### config.mk
export PLATFORM = sky130hd
export DESIGN_NAME = rrs_ram
export DESIGN_NICKNAME = d
export VERILOG_FILES = /design/src/rtl/rrs_ram.sv
export SDC_FILE = /design/constraint.sdc
export NUM_CORES = 1
export LEC_CHECK = 0
export BUFFER_PORTS_ARGS = -buffer_cell sky130_fd_sc_hd__buf_2
export CAP_MARGIN = 20
export CORE_MARGIN = 4
export CORE_UTILIZATION = 45
export CTS_CLUSTER_SIZE = 20
export DETAILED_ROUTE_END_ITERATION = 16
export GPL_TIMING_DRIVEN = 0
export HOLD_SLACK_MARGIN = 0.05
export PLACE_DENSITY = 0.66
export REMOVE_ABC_BUFFERS = 1
export SYNTH_ARGS = -nofsm -noshare
export SYNTH_HDL_FRONTEND = slang
export SYNTH_SLANG_ARGS = --single-unit
### constraint.sdc
create_clock -name clk -period 2.13 [get_ports clk]
set_clock_uncertainty 0.1 [all_clocks]
set_input_delay 0.213 -clock clk [delete_from_list [all_inputs] [get_ports clk]]
set_output_delay 0.213 -clock clk [all_outputs]
set_load 0.01 [all_outputs]
### src/rtl/rrs_ram.sv
// Generic single-write, single-read RAM with a registered read port.
// No dependencies.
`default_nettype none

module rrs_ram #(
  parameter int WIDTH = 8,
  parameter int DEPTH = 16
) (
  input  wire logic                                     clk,
  input  wire logic                                     we,
  input  wire logic [((DEPTH > 1) ? $clog2(DEPTH) : 1)-1:0] waddr,
  input  wire logic [WIDTH-1:0]                         wdata,
  input  wire logic                                     re,
  input  wire logic [((DEPTH > 1) ? $clog2(DEPTH) : 1)-1:0] raddr,
  output logic      [WIDTH-1:0]                         rdata
);

  logic [WIDTH-1:0] mem [DEPTH];

  always_ff @(posedge clk) begin
    if (we) begin
      mem[waddr] <= wdata;
    end
    if (re) begin
      rdata <= mem[raddr];
    end
  end

endmodule

`default_nettype wire

==> impl_results.md <==
* Via density at 5.606
* First-pass GRT wire length at 14750 microns
* H-tree depth at 4
* Global route total overflow at 0
* Max clock buf depth at 2
* Cts repair resizes at 0
* Row count at 39
* Count leader, synth: edfxtp_1
* Adder-cell area share of the yosys netlist at 0
* Layout cells sized above 1 at 0.2827
* Reg2reg start: mem[1][2]
* DRC Markers at 0
* N_diodes at 0
* Final period util at 0.8425
* CP max-delay cell: mux4_1
* Reg clk slew, reported paths at 0.06 ns
* Critical path's largest stage delay at 0.60 ns
* # placed instances at 392
* Post-synth cell types at 18
* Hold Path Depth at 1
* Syn Std Cell Area at 5228 sq um
* Fin util at 0.5307
* Yosys top cell by area: edfxtp_1
* Achievable frequency at 557.2 MHz
* CP required at 2.17 ns
* Hold Vio Cnt, Final at 0
* Hold endpoint: mem[7][6]
* Simple-gate share of the synthesized area at 0.03135
* Critical path cell sequence: buf_2 -> buf_12 -> mux4_1 -> a22oi_1 -> nand2_1
* Arrival time at the worst endpoint at 1.84 ns
* DP Worst Slack at -0.4061 ns
* Initial antenna violation count at 0
* Worst Path Class, Setup: primary input to register
* Antenna Violating Nets Remaining at 0
* Share of the yosys chip area belonging to registers at 0.7812
* Power per cell area at 991.4 nW/um^2
* CTS Hold Bufs at 1
* Async set-or-reset flop fraction in the synthesized netlist at 0
* # port buffers at 26
* Largest family of logic cells by synthesized area: multiplexers
* Vias in the first global route at 2508
* Startpoint types: primary input
* CP max FO at 21
* GRT Overall Usage at 0.1570
* Die X at 115.8 microns
* Syn Inst Count at 229
* Num ports at 27
* Non-Filler Instances at 426
* Register bit count reported by yosys at 136
* Final setup viols at 0
* Number of DRC markers in iteration 0 at 142
* Post-synthesis mux area share at 0.1479
* CTS sink cnt at 136
* Dpl cell area at 5475 sq um
* Pins Over Slew Limit at 0
* Warnings from Yosys at 0
* Gpl congestion at 0.6812
* Synth Area in Compound Gates at 0.02298
* Initial DRT Pass Iterations at 4
* Post-synthesis xor/xnor area fraction at 0
* Num CTS Buffers at 17
* Main synth FF type: edfxtp_1
* Worst Setup End Kind: register
* Leak at 2.001 nW
* Die area at 13410 sq um
* Critical R2R Capture: rdata[2]
* Hold WC Path Type: primary input to register
* Max_slew headroom at 0.4386
* DR vias at 2388
* Status: finished clean
* Crit path max-delay family: buffers and inverters
* R2R depth at 3
* Post-synth EDFFs at 136
* Pin count of the biggest net entering global routing at 33
* Layout overhead on the synthesized area at 15.92%
* Yosys top cell area share at 0.7812
* Initial core utilization at 0.4578
* CTS Root Cell: clkbuf_16
* Tmin final at 1.795 ns
* Setup TNS at 0 ns
* Synth top area cells: edfxtp_1, mux4_2, mux4_1
* Max IR drop VDD at 0.7992 mV
* Crit path buf inv count at 2
* Setup slack after layout at 0.3354 ns
* Setup Buffers After CTS at 0
* Core area at 11420 sq um
* Mean Syn Cell Area at 22.83 sq um
* Max_cap viols at 0
* CTS tree: done
* Detailed placement HPWL at 5872 microns
* RSZ-0062 raised after global routing: false
* # nets final at 289
* Avg WL per Cell at 22.39 microns
* Vert. Die Dim at 115.8 microns
* Post-route cell area at 6060 sq um
* Reg2Reg Setup Slack at 0.50 ns
* Slew @ Worst Pin at 0.8390 ns
* Most frequent cells after synthesis: edfxtp_1, mux4_2, a22oi_1, mux4_1, nor2_1
* HP Start: wdata[6]
* Worst skew pair latency at 0.41 ns
* Final WL at 9540 microns
-- through the flow --
step	total power, mW	hold slack (ns)
2_1_floorplan	3.209	0.2119
3_3_place_gp	3.349	0.4491
3_5_place_dp	3.360	0.4636
4_1_cts	6.042	0.09178
5_1_grt	6.211	0.09858
6_report	6.008	0.1014
-- cell families (layout without fill, tap and decap cells) --
kind of cell,count (synthesis),count (layout)
AOI/OAI and AO/OA,16,16
buffers and inverters,10,64
DFF,136,136
muxes,32,32
and+or+nand+nor,35,35
-- sequential cells by signal (all words and copies together), names as in the netlist --
name and flops:
mem 128, rdata 8
-- cell usage in the layout, fill, tap and decap left out --
cell           synthesis  layout
a22oi_1               16      16
and2_1                 1       1
and2b_1                1       1
buf_12                 0       1
buf_2                  3      28
buf_4                  1       2
bufinv_16              0       1
clkbuf_1               0       1
clkbuf_16              0      17
clkinv_1               0       1
clkinv_2               0       2
clkinv_4               0       1
clkinvlp_4             0       5
dlygate4sd3_1          0       1
edfxtp_1             136     136
inv_6                  0       4
mux4_1                14      14
mux4_2                18      18
nand2_1                9       9
nand2b_1               2       2
nand3_1                1       1
nand3b_1               2       2
nor2_1                13      13
nor2b_1                1       1
nor3_1                 4       4
or3b_2                 1       1
-- final cells by class --
cell class              instances  area [sq um]
clock buffers                  18         429.2
flip-flops and latches        136          4084
clock inverters                14         125.1
fillers                       886          5359
well taps                     143         178.9
repair buffers                 32         185.2
multi-input cells              83          1057
-- worst max-delay path by stage --
stage | start | to | cells past startpoint
finish | raddr[0] | rdata[2] | 5
detailed placement | raddr[0] | rdata[2] | 4
global placement | raddr[0] | rdata[2] | 4
floorplan | waddr[2] | mem[0][0] | 2
global route | raddr[0] | rdata[2] | 5
CTS | raddr[0] | rdata[2] | 4
-- where the power goes --
part / internal, mW / total [mW] / switching (mW)
clock: 1.61 / 2.70 / 1.09
combinational: 0.110 / 0.277 / 0.167
sequential: 3.02 / 3.03 / 0.0122
total: 4.74 / 6.01 / 1.27
-- layer usage --
| metal | vias to the layer above | track usage | part of all wire | routed length, microns |
|---|---|---|---|---|
| li1 | 1062 | - | - | - |
| met1 | 1231 | 0.2243 | 0.43 | 4131 |
| met2 | 86 | 0.2374 | 0.49 | 4629 |
| met3 | 9 | 0.04961 | 0.072 | 688 |
| met4 | 0 | 0.04176 | 0.0095 | 91 |
| met5 | - | 0 | 0 | 0 |
-- worst register-to-register path, cell delays in order (launching register included) --
cell and delay, ns:
edfxtp_1 0.36, mux4_1 0.50, a22oi_1 0.29, nand2_1 0.13
(Power assumes the default switching activity.)
