<file path="src/rtl/rrs_pkg.sv">
// Package for the request retry scheduler: beat structs, table entry layout,
// queue control struct, request codes and sequencer states. No dependencies.
`default_nettype none

package rrs_pkg;

  localparam logic [1:0] REQ_SET     = 2'd0;
  localparam logic [1:0] REQ_CLEAR   = 2'd1;
  localparam logic [1:0] REQ_SERVICE = 2'd2;

  localparam logic [7:0] RETRY_FOREVER      = 8'd255;
  localparam logic [7:0] POP_INTERVAL_RESET = 8'd6;

  typedef struct packed {
    logic [1:0]  req_type;
    logic [2:0]  target_index;
    logic [31:0] task_bits;
    logic [7:0]  retry_count;
    logic [31:0] repeat_interval;
    logic [31:0] now_time;
  } in_beat_t;

  typedef struct packed {
    logic        task_valid;
    logic [2:0]  popped_index;
    logic [31:0] popped_task;
    logic [31:0] waiting_mask;
  } out_beat_t;

  typedef struct packed {
    logic [31:0] task_bits;
    logic [2:0]  index;
    logic [7:0]  retry;
    logic [31:0] last_time;
    logic [31:0] interval;
  } ent_t;

  typedef struct packed {
    logic [2:0]  index;
    logic [31:0] task_bits;
  } q_item_t;

  typedef struct packed {
    logic    push;
    logic    pop;
    q_item_t item;
  } q_ctrl_t;

  typedef enum logic [1:0] {
    ST_IDLE,
    ST_SCAN,
    ST_POST,
    ST_FINISH
  } state_t;

endpackage

`default_nettype wire

</file>
<file path="src/rtl/rrs_ram.sv">
// Generic single-write, single-read RAM with a registered read port.
// No dependencies.
`default_nettype none

module rrs_ram #(
  parameter int WIDTH = 8,
  parameter int DEPTH = 16
) (
  input  wire logic                                     clk,
  input  wire logic                                     we,
  input  wire logic [((DEPTH > 1) ? $clog2(DEPTH) : 1)-1:0] waddr,
  input  wire logic [WIDTH-1:0]                         wdata,
  input  wire logic                                     re,
  input  wire logic [((DEPTH > 1) ? $clog2(DEPTH) : 1)-1:0] raddr,
  output logic      [WIDTH-1:0]                         rdata
);

  logic [WIDTH-1:0] mem [DEPTH];

  always_ff @(posedge clk) begin
    if (we) begin
      mem[waddr] <= wdata;
    end
    if (re) begin
      rdata <= mem[raddr];
    end
  end

endmodule

`default_nettype wire

</file>
<file path="src/rtl/rrs_queue.sv">
// Task FIFO: ring of DEPTH cells holding up to DEPTH-1 tasks, pointers in flops,
// cells in rrs_ram. Depends on rrs_pkg and rrs_ram.
`default_nettype none

module rrs_queue #(
  parameter int DEPTH = 16
) (
  input  wire logic            clk,
  input  wire logic            rst_n,
  input  wire rrs_pkg::q_ctrl_t ctrl,
  output logic                 empty,
  output rrs_pkg::q_item_t     rd_item
);

  localparam int QW = (DEPTH > 1) ? $clog2(DEPTH) : 1;

  logic [QW-1:0] rd_ptr_r;
  logic [QW-1:0] rd_ptr_nxt;
  logic [QW-1:0] wr_ptr_r;
  logic [QW-1:0] wr_ptr_nxt;
  logic [QW-1:0] wr_inc;
  logic [QW-1:0] rd_inc;
  logic          full;
  logic          do_push;
  logic [$bits(rrs_pkg::q_item_t)-1:0] rd_raw;

  assign wr_inc  = (wr_ptr_r == QW'(DEPTH - 1)) ? '0 : wr_ptr_r + 1'b1;
  assign rd_inc  = (rd_ptr_r == QW'(DEPTH - 1)) ? '0 : rd_ptr_r + 1'b1;
  assign full    = (wr_inc == rd_ptr_r);
  assign empty   = (wr_ptr_r == rd_ptr_r);
  assign do_push = ctrl.push && !full;
  assign wr_ptr_nxt = do_push ? wr_inc : wr_ptr_r;
  assign rd_ptr_nxt = ctrl.pop ? rd_inc : rd_ptr_r;
  assign rd_item    = rd_raw;

  always_ff @(posedge clk) begin
    if (!rst_n) begin
      rd_ptr_r <= '0;
      wr_ptr_r <= '0;
    end else begin
      rd_ptr_r <= rd_ptr_nxt;
      wr_ptr_r <= wr_ptr_nxt;
    end
  end

  rrs_ram #(
    .WIDTH ($bits(rrs_pkg::q_item_t)),
    .DEPTH (DEPTH)
  ) u_cells (
    .clk   (clk),
    .we    (do_push),
    .waddr (wr_ptr_r),
    .wdata (ctrl.item),
    .re    (ctrl.pop),
    .raddr (rd_ptr_r),
    .rdata (rd_raw)
  );

endmodule

`default_nettype wire

</file>
<file path="config.mk">
export PLATFORM = sky130hd
export DESIGN_NAME = rrs_queue
export DESIGN_NICKNAME = d
export VERILOG_FILES = /design/src/rtl/rrs_pkg.sv /design/src/rtl/rrs_ram.sv /design/src/rtl/rrs_queue.sv
export SDC_FILE = /design/constraint.sdc
export NUM_CORES = 1
export LEC_CHECK = 0
export ABC_CLOCK_PERIOD_IN_PS = 3500
export BUFFER_PORTS_ARGS = -buffer_cell sky130_fd_sc_hd__buf_2
export CAP_MARGIN = 0
export CORE_MARGIN = 1
export CORE_UTILIZATION = 45
export CTS_BUF_LIST = sky130_fd_sc_hd__clkbuf_4
export CTS_CLUSTER_DIAMETER = 30
export DETAILED_ROUTE_END_ITERATION = 7
export HOLD_SLACK_MARGIN = 0.08
export PLACE_DENSITY = 0.73
export SYNTH_ARGS = -nofsm -noshare
export SYNTH_HDL_FRONTEND = slang
export SYNTH_SLANG_ARGS = --single-unit
</file>
<file path="constraint.sdc">
create_clock -name clk -period 3.5 [get_ports clk]
set_input_delay 0.35 -clock clk [delete_from_list [all_inputs] [get_ports clk]]
set_output_delay 0.35 -clock clk [all_outputs]
set_load 0.01 [all_outputs]
</file>
==> metrics.md <==
| Metric | Value |
|---|---|
| Status | completed |
| First-pass GRT wire length | 68,000 um |
| Core area | 50,300 um^2 |
| Syn avg cell area | 22.8 um^2 |
| Internal cell power | 11,700 uW |
| Max incr delay on CP | 0.68 ns |
| Final setup violation count | 0 |
| Placed Cells | 1,726 |
| Iteration-0 DRC Markers | 703 |
| Combinational Power Share | 7.2% |
| Top delay family on crit path | compound AO/OA/AOI/OAI gates |
| Count leader, synth | edfxtp_1 |
| Main synth FF type | edfxtp_1 |
| Hold Path Class | in -> reg |
| Crit path max fanout | 19 |
| CP Launch Point | wr_ptr_r[0] |
| Wirelength, routed | 43,800 um |
| Worst path slowest cell | and3_2 |
| Max Cap Violations | 0 |
| Area leader, netlist | edfxtp_1 |
| TritonCTS sink count | 603 |
| Peak Freq | 326 MHz |
| Ys async rst share | 0% |
| Dominant cells by area after synthesis | edfxtp_1, mux4_2, mux2i_1, a211oi_1, nor2b_1 |
| Vias per cell | about 5.4 |
| WHS Path Cells | 1 |
| Worst path buffer plus inverter count | 1 |
| Max_slew headroom | 40.0% |
| Cells along the critical path | ha_1, a31oi_1, xor2_1, nor3_2, a21boi_2, and3_2, buf_12 |
| Initial antenna violation count | 2 |
| CP startpoint kind | flip-flop |
| Layout cells sized above 1 | between 30% and 40% |
| Layout Skew | 0.0440 ns |
| Required @ worst endpoint | 4.02 ns |
| CTS tree | yes |
| Number of remaining DRC errors | 0 |
| Clk pwr share | 37.8% |
| DP HPWL | 23,800 um |
| RR Startpoint | wr_ptr_r[0] |
| RD Place Congestion | 0.741 |
| Netlist cell types | 31 |
| Synth warn | 0 |
| Pwr/cell area | 566 nW/um^2 |
| Final Hold Viols | 0 |
| R2R cell count | 7 |
| Stages on worst setup path | 7 |
| Final setup TNS | 0 ns |
| DR WL/cell | 21.7 um |
| LEAKAGE | 0.00851 uW |
| Switch share | 22.0% |
| Port Buffers | 74 |
| CP Class | reg -> reg |
| Reg power frac | 55.0% |
| Die height | 228 um |
| Mapped cell area | 23,000 um^2 |
| Post-synth EDFFs | 595 |
| Post-synth top area share | 77.6% |
| Root Buffer | clkbuf_4 |
| Largest net degree at the start of global routing | approximately 150 |
| Postcts setup bufs | 0 |
| Vias in the first global route | 11.8k |
| Routed vias | 10.9k |
| Clk_lat worst skew | 0.83 ns |
| Crit end category | flip-flop |
| Max VDD drop | about 0.24 mV |
| Overflow after GRT | 0 |
| Detailed-router iteration count before antenna repair | 7 |
| Non-Filler Instances | 2,018 |
| WP data arrival | 3.59 ns |
| Commonest cells in the netlist | edfxtp_1, mux4_2, mux2i_1, nor2b_1, a21oi_1 |
| Register area share after synthesis | 78.3% |
| I/O pins | 75 |
| Clock Path Buffers | 3 |
| Worst-Margin Slew | ~0.9 ns |
| Flops & latches, synth | 603 |
| # nets final | 1,293 |
| Cells after synthesis | approximately 1.0k |
| Syn nets | 1,056 |
| Initial Utilization | 45.8% |
| Unrepaired setup endpoints after global routing | no |
| Row Count | 82 |
| Global Route Usage Sum | 17.4% |
| Hold Crit Start | ctrl[35] |
| Die Area | 52,100 um^2 |
| Period utilization | a little under 90% |
| Worst-path clk slew | 0.06 ns |
| Num CTS Buffers | 155 |
| Synthesis-to-layout area growth | 15.5% |
| Routed Antenna Nets | 0 |
| Die W | 228 um |
| Post-route minimum period | 3.07 ns |
| H-tree levels | 4 |
| Final Slew Violations | 0 |
| Psw | 3310 uW |
cell usage in the layout (no fill, tap or decap), types with 2 or more instances in the layout:
cell,n
mux4_2,140
clkbuf_4,208
buf_2,74
and2_1,2
dlygate4sd3_1,37
clkinv_4,3
xnor2_1,2
o21ai_0,2
nor2b_1,39
xor2_1,7
and3_2,15
inv_2,5
clkinv_1,24
edfxtp_1,595
mux2i_1,40
ha_1,6
a21oi_1,38
a31oi_1,2
inv_1,3
clkinv_2,10
a211oi_1,35
bufinv_16,4
dfxtp_1,4
buf_12,18
nand2_1,10
dfxtp_4,4
buf_4,7
cell type report:
cell class                      instances  area [um^2]
Timing Repair Buffer                  136         1150
Inverter                                3         11.3
Tap cell                              672          841
Fill cell                            3916        23700
Sequential cell                       603        18000
Clock inverter                         46          305
Multi-Input combinational cell        349         4670
Antenna cell                            1         2.50
Clock buffer                          208         1560
metal layers:
metal	GRT usage, %	share of wire [%]
met2	29.7	52
met5	0	0.030
met1	21.4	40
met4	7.26	2.2
met3	3.98	5.2
worst paths after layout:
check	to	slack, ns
max	u_cells.mem[1][3]	0.43
min	u_cells.rdata[6]	0.19
max reg2reg	u_cells.mem[1][3]	0.43
min reg2reg	wr_ptr_r[3]	0.58
repair_timing:
| item | CTS | global route |
|---|---|---|
| resized for setup | 0 | 0 |
| hold buffers | 37 | 0 |
| hold endpoints to repair | 568 | 0 |
power groups by stage:
stage | registers [uW] | clock network, uW | logic (uW)
global placement | 8410 | 0 | 1060
detailed placement | 8420 | 0 | 1080
floorplan | 8430 | 0 | 659
global route | 8280 | 6210 | 1190
CTS | 8270 | 5850 | 1120
finish | 8270 | 5680 | 1090
metrics by stage:
| stage | hold WS (ns) | setup WS (ns) | utilization [%] | total power (uW) | area, um^2 |
|---|---|---|---|---|---|
| finish | 0.194 | 0.429 | 52.9 | 15000 | 26600 |
| global route | 0.193 | 0.234 | 52.9 | 15700 | 26600 |
| CTS | 0.179 | 0.306 | 52.9 | 15200 | 26600 |
| detailed placement | 0.562 | 0.412 | 48.4 | 9500 | 24400 |
| global placement | 0.541 | 0.524 | 48.4 | 9470 | 24400 |
| floorplan | 0.449 | 0.683 | - | 9090 | 23000 |
worst register-to-register path: cells and delay by family (launching register included):
kind,cells,cell delay [ns]
compound gates,2,0.83
simple gates,2,0.77
flops,1,0.40
fa+ha+maj,1,0.29
buf+inv,1,0.26
xor+xnor,1,0.21
cells by family (layout without fill, tap and decap cells):
family,Yosys count,after routing,share of synthesized area [%]
simple gates,73,73,1.89
buf+inv,59,393,1.45
flops,603,603,78.3
fa+ha+maj,6,6,0.326
mux,180,180,15.4
xor+xnor,9,9,0.343
other cells,0,1,0
compound gates,81,81,2.22
sequential cells by signal (all words and copies together), names as in the netlist:
signal	cells
u_cells.mem	560
wr_ptr_r	4
u_cells.rdata	35
rd_ptr_r	4
(Power assumes the default switching activity.)
